**config.mk**
```make
export PLATFORM = sky130hd
export DESIGN_NAME = gregorian_to_long_count
export DESIGN_NICKNAME = d
export VERILOG_FILES = /design/src/rtl/g2lc_pkg.sv /design/src/rtl/gregorian_to_long_count.sv
export SDC_FILE = /design/constraint.sdc
export NUM_CORES = 2
export LEC_CHECK = 0
export BUFFER_PORTS_ARGS = -buffer_cell sky130_fd_sc_hd__buf_4
export CORE_ASPECT_RATIO = 1.1
export CORE_UTILIZATION = 40
export CTS_BUF_LIST = sky130_fd_sc_hd__clkbuf_8
export CTS_CLUSTER_SIZE = 24
export DETAILED_ROUTE_END_ITERATION = 7
export PLACE_DENSITY = 0.56
export SYNTH_ARGS = -nofsm -noshare
export SYNTH_HDL_FRONTEND = slang
export SYNTH_SLANG_ARGS = --single-unit
```
**constraint.sdc**
```tcl
create_clock -name clk_i -period 9.4 [get_ports clk_i]
set_clock_uncertainty 0.05 [all_clocks]
set_input_delay 0.94 -clock clk_i [delete_from_list [all_inputs] [get_ports clk_i]]
set_output_delay 0.94 -clock clk_i [all_outputs]
set_load 0.05 [all_outputs]
```
**src/rtl/g2lc_pkg.sv**
```systemverilog
// Types, constants and calendar tables for the Gregorian to Long Count converter.
// No dependencies.
package g2lc_pkg;

  typedef struct packed {
    logic [4:0]  day_of_month;
    logic [3:0]  month_number;
    logic [13:0] year_number;
  } g2lc_in_t;

  typedef struct packed {
    logic [5:0] baktun_count;
    logic [4:0] katun_digit;
    logic [4:0] tun_digit;
    logic [4:0] uinal_digit;
    logic [4:0] kin_digit;
    logic       date_invalid;
  } g2lc_out_t;

  localparam int unsigned TotalW = 23;

  // Day number of 0001-01-01 in the Long Count.
  localparam logic [TotalW-1:0] LcOffset = 23'd1137143;

  // Reciprocals: floor(x / D) = (x * R) >> S, exact for the operand ranges used.
  localparam logic [13:0]       Recip100    = 14'd10486;   // S = 20, x < 2^14
  localparam logic [TotalW-1:0] Recip20     = 23'd6710887; // S = 27
  localparam logic [TotalW-1:0] Recip360    = 23'd5965233; // S = 31
  localparam logic [TotalW-1:0] Recip7200   = 23'd4772186; // S = 35
  localparam logic [TotalW-1:0] Recip144000 = 23'd7635498; // S = 40

  localparam logic [3:0] MonJan = 4'd1;
  localparam logic [3:0] MonFeb = 4'd2;
  localparam logic [3:0] MonMar = 4'd3;
  localparam logic [3:0] MonApr = 4'd4;
  localparam logic [3:0] MonMay = 4'd5;
  localparam logic [3:0] MonJun = 4'd6;
  localparam logic [3:0] MonJul = 4'd7;
  localparam logic [3:0] MonAug = 4'd8;
  localparam logic [3:0] MonSep = 4'd9;
  localparam logic [3:0] MonOct = 4'd10;
  localparam logic [3:0] MonNov = 4'd11;
  localparam logic [3:0] MonDec = 4'd12;

  function automatic logic [8:0] days_before_month(input logic [3:0] mon);
    logic [8:0] days;
    unique case (mon)
      MonJan:  days = 9'd0;
      MonFeb:  days = 9'd31;
      MonMar:  days = 9'd59;
      MonApr:  days = 9'd90;
      MonMay:  days = 9'd120;
      MonJun:  days = 9'd151;
      MonJul:  days = 9'd181;
      MonAug:  days = 9'd212;
      MonSep:  days = 9'd243;
      MonOct:  days = 9'd273;
      MonNov:  days = 9'd304;
      MonDec:  days = 9'd334;
      default: days = 9'd0;
    endcase
    return days;
  endfunction

  function automatic logic [4:0] month_length(input logic [3:0] mon, input logic leap);
    logic [4:0] len;
    case (mon) inside
      MonFeb:                         len = leap ? 5'd29 : 5'd28;
      MonApr, MonJun, MonSep, MonNov: len = 5'd30;
      default:                        len = 5'd31;
    endcase
    return len;
  endfunction

endpackage

```
**src/rtl/gregorian_to_long_count.sv**
```systemverilog
// Gregorian date to Maya Long Count converter, top level.
// Depends on g2lc_pkg.
//
// Accepts one request per cycle while the result side does not stall, and presents its
// Long Count on the result port through six register stages: input, year minus one split
// by 100, leap rule and days before the year, day-count sum, four parallel reciprocal
// multiplies, and digit extraction into the result register. Each stage holds its request
// while the stage after it cannot take it, so a stalled result does not stop requests
// from filling empty stages behind it. Invalid dates give date_invalid = 1 and all digits
// zero.
module gregorian_to_long_count (
  input  logic                 clk_i,
  input  logic                 rst_ni,
  input  logic                 req_valid_i,
  output logic                 req_ready_o,
  input  g2lc_pkg::g2lc_in_t   req_i,
  output logic                 res_valid_o,
  input  logic                 res_ready_i,
  output g2lc_pkg::g2lc_out_t  res_o
);
  import g2lc_pkg::*;

  localparam int unsigned NumStages = 6;

  logic [NumStages-1:0] vld_q, vld_in, rdy;

  always_comb begin
    rdy[NumStages-1] = !vld_q[NumStages-1] || res_ready_i;
    for (int k = NumStages - 2; k >= 0; k--) begin
      rdy[k] = !vld_q[k] || rdy[k+1];
    end
  end

  assign vld_in = {vld_q[NumStages-2:0], req_valid_i};

  always_ff @(posedge clk_i or negedge rst_ni) begin
    if (!rst_ni) begin
      vld_q <= '0;
    end else begin
      for (int k = 0; k < NumStages; k++) begin
        if (rdy[k]) begin
          vld_q[k] <= vld_in[k];
        end
      end
    end
  end

  // Stage 0: input register
  g2lc_in_t in_q;

  always_ff @(posedge clk_i) begin
    if (rdy[0] && vld_in[0]) begin
      in_q <= req_i;
    end
  end

  // Stage 1: year - 1 and its split by 100
  logic [13:0] py_a;
  logic [27:0] prod100;
  logic        bad_a;
  logic [13:0] s1_py_q;
  logic [7:0]  s1_q100_q;
  logic [4:0]  s1_day_q;
  logic [3:0]  s1_mon_q;
  logic        s1_bad_q;

  always_comb begin
    py_a    = in_q.year_number - 14'd1;
    prod100 = 28'(py_a) * 28'(Recip100);
    bad_a   = (in_q.year_number == 14'd0) || (in_q.month_number < MonJan)
           || (in_q.month_number > MonDec) || (in_q.day_of_month == 5'd0);
  end

  always_ff @(posedge clk_i) begin
    if (rdy[1] && vld_in[1]) begin
      s1_py_q   <= py_a;
      s1_q100_q <= prod100[27:20];
      s1_day_q  <= in_q.day_of_month;
      s1_mon_q  <= in_q.month_number;
      s1_bad_q  <= bad_a;
    end
  end

  // Stage 2: leap rule, day check, days before the year
  logic [13:0]       rem100_b;
  logic [7:0]        cent_b;
  logic [1:0]        ylo_b;
  logic              leap_b;
  logic [TotalW-1:0] ydays_b;
  logic [TotalW-1:0] s2_ydays_q;
  logic [4:0]        s2_day_q;
  logic [3:0]        s2_mon_q;
  logic              s2_leap_q;
  logic              s2_bad_q;

  always_comb begin
    rem100_b = s1_py_q - 14'(14'(s1_q100_q) * 14'd100);
    cent_b   = s1_q100_q + 8'd1;
    ylo_b    = s1_py_q[1:0] + 2'd1;
    // century years follow the 400-year rule
    leap_b   = (rem100_b == 14'd99) ? (cent_b[1:0] == 2'd0) : (ylo_b == 2'd0);
    ydays_b  = TotalW'(s1_py_q) * TotalW'(365) + TotalW'(s1_py_q[13:2])
             - TotalW'(s1_q100_q) + TotalW'(s1_q100_q[7:2]);
  end

  always_ff @(posedge clk_i) begin
    if (rdy[2] && vld_in[2]) begin
      s2_ydays_q <= ydays_b;
      s2_day_q   <= s1_day_q;
      s2_mon_q   <= s1_mon_q;
      s2_leap_q  <= leap_b;
      s2_bad_q   <= s1_bad_q || (s1_day_q > month_length(s1_mon_q, leap_b));
    end
  end

  // Stage 3: Long Count day number
  logic [TotalW-1:0] total_c;
  logic [TotalW-1:0] s3_total_q;
  logic              s3_bad_q;

  always_comb begin
    total_c = s2_ydays_q + TotalW'(days_before_month(s2_mon_q))
            + TotalW'(s2_leap_q && (s2_mon_q > MonFeb))
            + TotalW'(s2_day_q) - TotalW'(1) + LcOffset;
  end

  always_ff @(posedge clk_i) begin
    if (rdy[3] && vld_in[3]) begin
      s3_total_q <= total_c;
      s3_bad_q   <= s2_bad_q;
    end
  end

  // Stage 4: quotients by 20, 360, 7200 and 144000
  logic [2*TotalW-1:0] p20, p360, p7200, p144k;
  logic [TotalW-1:0]   s4_total_q;
  logic [18:0]         s4_q20_q;
  logic [14:0]         s4_q360_q;
  logic [10:0]         s4_q7200_q;
  logic [5:0]          s4_q144k_q;
  logic                s4_bad_q;

  always_comb begin
    p20   = (2*TotalW)'(s3_total_q) * (2*TotalW)'(Recip20);
    p360  = (2*TotalW)'(s3_total_q) * (2*TotalW)'(Recip360);
    p7200 = (2*TotalW)'(s3_total_q) * (2*TotalW)'(Recip7200);
    p144k = (2*TotalW)'(s3_total_q) * (2*TotalW)'(Recip144000);
  end

  always_ff @(posedge clk_i) begin
    if (rdy[4] && vld_in[4]) begin
      s4_total_q <= s3_total_q;
      s4_q20_q   <= p20[45:27];
      s4_q360_q  <= p360[45:31];
      s4_q7200_q <= p7200[45:35];
      s4_q144k_q <= p144k[45:40];
      s4_bad_q   <= s3_bad_q;
    end
  end

  // Stage 5: digits and result register
  logic [TotalW-1:0] kin_w;
  logic [18:0]       uinal_w;
  logic [14:0]       tun_w;
  logic [10:0]       katun_w;
  g2lc_out_t         res_d, res_q;

  always_comb begin
    kin_w   = s4_total_q - TotalW'(TotalW'(s4_q20_q) * TotalW'(20));
    uinal_w = s4_q20_q - 19'(19'(s4_q360_q) * 19'd18);
    tun_w   = s4_q360_q - 15'(15'(s4_q7200_q) * 15'd20);
    katun_w = s4_q7200_q - 11'(11'(s4_q144k_q) * 11'd20);
    res_d   = '0;
    if (s4_bad_q) begin
      res_d.date_invalid = 1'b1;
    end else begin
      res_d.baktun_count = s4_q144k_q;
      res_d.katun_digit  = katun_w[4:0];
      res_d.tun_digit    = tun_w[4:0];
      res_d.uinal_digit  = uinal_w[4:0];
      res_d.kin_digit    = kin_w[4:0];
    end
  end

  always_ff @(posedge clk_i) begin
    if (rdy[5] && vld_in[5]) begin
      res_q <= res_d;
    end
  end

  assign req_ready_o = rdy[0];
  assign res_valid_o = vld_q[NumStages-1];
  assign res_o       = res_q;

endmodule

```
* Word-level counts from Yosys, hierarchy flattened
Memories as Yosys holds them, arrays and structs flattened. A register that Yosys moved wholly into a read port is not among the register bits. Index checks and enable logic that the tools add are counted.
Cells by class: eq/ne operators 6, order comparisons 4, multiplexer cells 7, multipliers 11, reductions and logical operators 28, $add $sub $neg 16
Operators by type and width (number):
- 23-bit by 23-bit multiplier with 46-bit output, second input constant | 2
- 23-bit by 22-bit multiplier with 45-bit output, second input constant | 2
- 14-bit by 13-bit multiplier with 27-bit output, second input constant | 1
- 23-bit by 1-bit adder with 23-bit output | 1
- 23-bit by 12-bit adder with 23-bit output | 1
- 23-bit by 21-bit adder with 23-bit output, second input constant | 1
- 23-bit by 5-bit adder with 23-bit output | 1
- 23-bit by 6-bit adder with 23-bit output | 1
- 23-bit by 9-bit adder with 23-bit output | 1
- 14-bit by 9-bit multiplier with 23-bit output, second input constant | 1
- 23-bit by 1-bit subtractor with 23-bit output, second input constant | 1
- 23-bit by 8-bit subtractor with 23-bit output | 1
- 5-bit subtractor | 4
- 19-bit by 3-bit multiplier with 3-bit output, second input constant | 1
- 15-bit by 4-bit multiplier with 4-bit output, second input constant | 1
- 14-bit by 7-bit == test with 1-bit output, second input constant | 1
- 14-bit logical NOT | 1
- 14-bit by 1-bit subtractor with 14-bit output, second input constant | 1
- 14-bit subtractor | 1
- 8-bit by 5-bit multiplier with 12-bit output, second input constant | 1
- 11-bit by 3-bit multiplier with 3-bit output, second input constant | 1
- 1-bit logical OR | 10
- 4-bit by 3-bit == test with 1-bit output, second input constant | 2
- 4-bit == test, second input constant | 2
- 16 further kinds | 32
Word-level totals: output and inout port bits 29, bits in read-only memories 144, register bits after elaboration 203, input bits 27, word-level logic and storage cells 106, memories kept 1
Memories:
- (no name shown) | words 16, bits a word 9, read ports 1, clocked after Yosys merged registers in 1, wr ports 0, line g2lc_pkg.sv:47 | unique case (mon)

* Longest topological paths before layout
depth in word-level cells 9, depth in mapped cells 27, mapped depth without buffers 27

* Least setup slack after synthesis
OpenSTA, ideal clock, no wires.
kind reg2reg, start point reg s3_total_q[13], end point reg s4_q360_q[4] (data pin), arrival time 6234 ps, period minus slack after synthesis 6544 ps, setup slack 2856 ps, stages on the path, launching flop included 22, path through edfxtp_1 > ha_1 > inv_1 > fa_1 > inv_1 > fa_1 > inv_1 > fa_1 > fa_1 > fa_1 > inv_1 > fa_1 > ha_1 > nand3_1 > or3_1 > o211ai_1 > a221oi_1 > a211oi_1 > o41ai_1 > a21oi_1 > a21oi_1 > xnor2_1
On the way: cells in the longest elaborated chain, start to end 1
RTL lines:
- from (decl) | line gregorian_to_long_count.sv:118 | logic [TotalW-1:0] s3_total_q;
- from (signal assigned) | line gregorian_to_long_count.sv:129 | s3_total_q <= total_c;
- 23-bit by 23-bit multiplier with 46-bit output | line gregorian_to_long_count.sv:145 | p360 = (2*TotalW)'(s3_total_q) * (2*TotalW)'(Recip360);
- via p360[35] | line gregorian_to_long_count.sv:135 | logic [2*TotalW-1:0] p20, p360, p7200, p144k;
- to (signal assigned) | line gregorian_to_long_count.sv:154 | s4_q360_q <= p360[45:31];
- to (decl) | line gregorian_to_long_count.sv:138 | logic [14:0] s4_q360_q;
The timed path passes the listed nets, and every way through them passes these cells. A chain may end at the register's enable or synchronous reset.

* Worst setup path in the final report
start point reg s3_total_q[9], end point reg s4_q20_q[3] (data pin)
On the way: cells in the longest elaborated chain, start to end 1
RTL lines:
- 23-bit by 23-bit multiplier with 46-bit output | line gregorian_to_long_count.sv:144 | p20 = (2*TotalW)'(s3_total_q) * (2*TotalW)'(Recip20);
- via p20[30] | line gregorian_to_long_count.sv:135
- to (signal assigned) | line gregorian_to_long_count.sv:153 | s4_q20_q <= p20[45:27];
- to (decl) | line gregorian_to_long_count.sv:137 | logic [18:0] s4_q20_q;
The timed path passes the listed nets, and every way through them passes these cells.

==> summary.md <==
| Metric | Value |
|---|---|
| Outcome | `complete, no violations` |
| Critical path peak fanout | `14` |
| Required time worst endpoint | `9.70 ns` |
| Hold_buf cts | `0` |
| Routability cong. | `0.899` |
| Worst path cell trace | `ha_1 > inv_1 > fa_1 > inv_1 > fa_1 > fa_1 > inv_1 > fa_1 > fa_1 > inv_1 > fa_1 > ha_1 > nand4_1 > nor4_1 > o221ai_1 > o221ai_1 > o21ai_0 > a21boi_1 > o21a_1 > nor2_1 > xnor2_1` |
| Max-Cap Viols | `0` |
| Final core utilization | `43.1%` |
| CP most frequent cell | `fa_1` |
| Die area | `101000 µm²` |
| Max incr delay on CP | `1.07 ns` |
| Mapped cell area | `39800 µm²` |
| Worst Path Arrival | `8.46 ns` |
| Fin nets | `5379` |
| Critical-path top delay cell | `edfxtp_1` |
| Setup Viol. Count Final | `0` |
| Largest net degree at the start of global routing | `36` |
| Setup TNS | `0 ns` |
| Yosys warnings | `0` |
| Ys flop type | `edfxtp_1` |
| Final min period | `8.16 ns` |
| Clock transition at path regs | `0.15 ns` |
| Mapped Nets | `5265` |
| Post CTS Setup Buffer Count | `0` |
| Most frequent cell after synthesis | `inv_1` |
| Worst setup EP type | `flop` |
| Slew @ Worst Pin | `1.14 ns` |
| CP startpoint kind | `flop` |
| 1st-iter DRT viols | `881` |
| Grt total ovfl | `0` |
| Worst-skew pair later-pin latency | `0.62 ns` |
| Row count | `121` |
| P&R area growth vs syn | `6.93%` |
| CTS tree | `done` |
| RSZ-0062 raised after global routing | `no` |
| Slew Limit Headroom | `23.7%` |
| F_max | `0.123 GHz` |
| PostCTS Resize Cnt | `0` |
| Area contributors post-synth | `fa_1 (37%), ha_1 (29%), edfxtp_1 (13%), inv_1 (10%), xnor2_1 (2.4%)` |
| Die span in y | `333 µm` |
| Post-synth EDFFs | `167` |
| Initial antenna violation count | `2` |
| CTS Root Cell | `clkbuf_8` |
| Syn_area_per_cell | `11.1 µm²` |
| Vias/cell | `4.82` |
| Area of the multi-input gates | `30400 µm²` |
| Vias in the first global route | `26730` |
| Register area share after synthesis | `13.4%` |
| 1st-pass router iterations | `5` |
| Synth cell types | `60` |
| Register Area | `5350 µm²` |
| # fillers | `9512` |
| DRC violations left | `0` |
| Total clock sinks | `182` |
| Num CTS Buffers | `17` |
| Family with the most delay on the worst path | `adder cells` |
| Synth area leader | `fa_1` |
| Via count | `24206` |
| Seq cells post-synth | `182` |
| Hpwl dp | `81900 µm` |
| Wire length per cell | `18.7 µm` |
| Post-route ant nets | `0` |
| Gr usage total | `20.1%` |
| Period utilisation layout | `86.8%` |
| Global-route wire length before repair | `152000 µm` |
| Core ar. | `98900 µm²` |
| Share of cells above drive strength 1 | `3.94%` |
| Post-Syn Instances | `3601` |
| IO Port Bufs | `55` |
| IO Pins | `56` |
| Htree depth | `4` |
| Post-synth ARST share | `3.30%` |
| Total wire length | `94000 µm` |
| Setup CP Type | `reg -> reg` |
| Pins Over Slew Limit | `0` |
| Share of the synthesized area in the top cell type | `36.6%` |
| Worst-case clock buffer depth | `2` |
| Initial Util | `40.3%` |
| Top cells by instance count after synthesis | `inv_1 (1079), ha_1 (908), fa_1 (729)` |
| Die W | `303 µm` |
| Final hold violations | `0` |
| Min-delay worst type | `in -> async` |
| Buf/Inv on CP | `4` |
registers in the layout, summed over array words and instances, names as in the netlist, 6 cells and up, named ones only:
name,flops
res_o,27
in_q,23
s2_ydays_q,23
s3_total_q,23
s1_py_q,14
s1_q100_q,8
s4_q144k_q,6
vld_q,6
cell type report:
class,instances,share of cell area [%]
Multi-Input combinational cell,2338,71.5
Sequential cell,182,12.6
Clock buffer,17,0.549
Inverter,1079,9.51
Antenna cell,4,0.0235
Clock inverter,15,0.379
Tap cell,1291,3.79
Timing Repair Buffer,97,1.71
routing by layer:
| metal | wire length, µm | vias up | global-route usage [%] |
|---|---|---|---|
| li1 | - | 11587 | - |
| met1 | 40400 | 12198 | 25.5 |
| met2 | 49100 | 341 | 36.1 |
| met3 | 2760 | 80 | 2.10 |
| met4 | 1790 | 0 | 4.83 |
| met5 | 0 | - | 0 |
cells in the final DEF (no fill, tap or decap), types with 11 or more instances in the layout:
| master | Yosys | final |
|---|---|---|
| o21ai_0 | 49 | 49 |
| o21bai_1 | 11 | 11 |
| inv_1 | 1079 | 1080 |
| a21oi_1 | 93 | 93 |
| a211oi_1 | 17 | 17 |
| o21a_1 | 14 | 14 |
| nor3_1 | 19 | 19 |
| nand4_1 | 15 | 15 |
| nor2_1 | 71 | 71 |
| nand3_1 | 27 | 27 |
| nor2b_1 | 27 | 26 |
| a21o_1 | 24 | 24 |
| xnor2_1 | 111 | 111 |
| nand2_1 | 69 | 69 |
| buf_4 | 0 | 97 |
| ha_1 | 908 | 908 |
| fa_1 | 729 | 729 |
| xor2_1 | 33 | 33 |
| clkbuf_8 | 0 | 17 |
| edfxtp_1 | 167 | 167 |
stage by stage:
| stage | instance area (µm²) | hold slack (ns) | setup slack [ns] | std cells |
|---|---|---|---|---|
| finish | 42600 | 0.0766 | 1.24 | 5023 |
| global route | 42600 | 0.0249 | 0.930 | 5023 |
| CTS | 42600 | 0.00161 | 1.18 | 5019 |
| detailed placement | 42200 | 0.357 | 1.26 | 4987 |
| global placement | 42200 | 0.353 | 1.40 | 4987 |
| floorplan | 39800 | 0.350 | 2.86 | 3601 |
worst paths after layout:
check                                    from     endpoint  slack, ns  depth (start not counted)
worst min-delay path                   rst_ni     vld_q[4]       0.08                          1
worst max-delay path            s3_total_q[9]  s4_q20_q[3]       1.24                         21
worst min register to register       s3_bad_q     s4_bad_q       0.35                          0
worst max register to register  s3_total_q[9]  s4_q20_q[3]       1.24                         21
min in group clk_i                   s3_bad_q     s4_bad_q       0.35                          0
max in group asynchronous              rst_ni     vld_q[2]       9.11                          1
logic make-up after synthesis:
kind of cell / count (synthesis) / share of synthesized area (%)
AO/OA/AOI/OAI: 276 / 4.51
multiplexers: 5 / 0.126
adder cells (fa/ha/maj): 1637 / 65.2
flip-flops: 182 / 13.4
buffers and inverters: 1081 / 10.2
AND/OR/NAND/NOR: 275 / 3.36
XOR/XNOR: 145 / 3.22
worst register-to-register path, stage by stage (launching register included):
cell and delay, ns:
edfxtp_1 1.07, ha_1 0.65, inv_1 0.21, fa_1 0.58, inv_1 0.06, fa_1 0.50
fa_1 0.51, inv_1 0.05, fa_1 0.46, fa_1 0.54, inv_1 0.05, fa_1 0.47
ha_1 0.29, nand4_1 0.15, nor4_1 0.60, o221ai_1 0.42, o221ai_1 0.39, o21ai_0 0.18
a21boi_1 0.32, o21a_1 0.18, nor2_1 0.06, xnor2_1 0.12
Power is not shown: default switching activity piles up to over one toggle a cycle in this logic, so the estimate is an artifact.
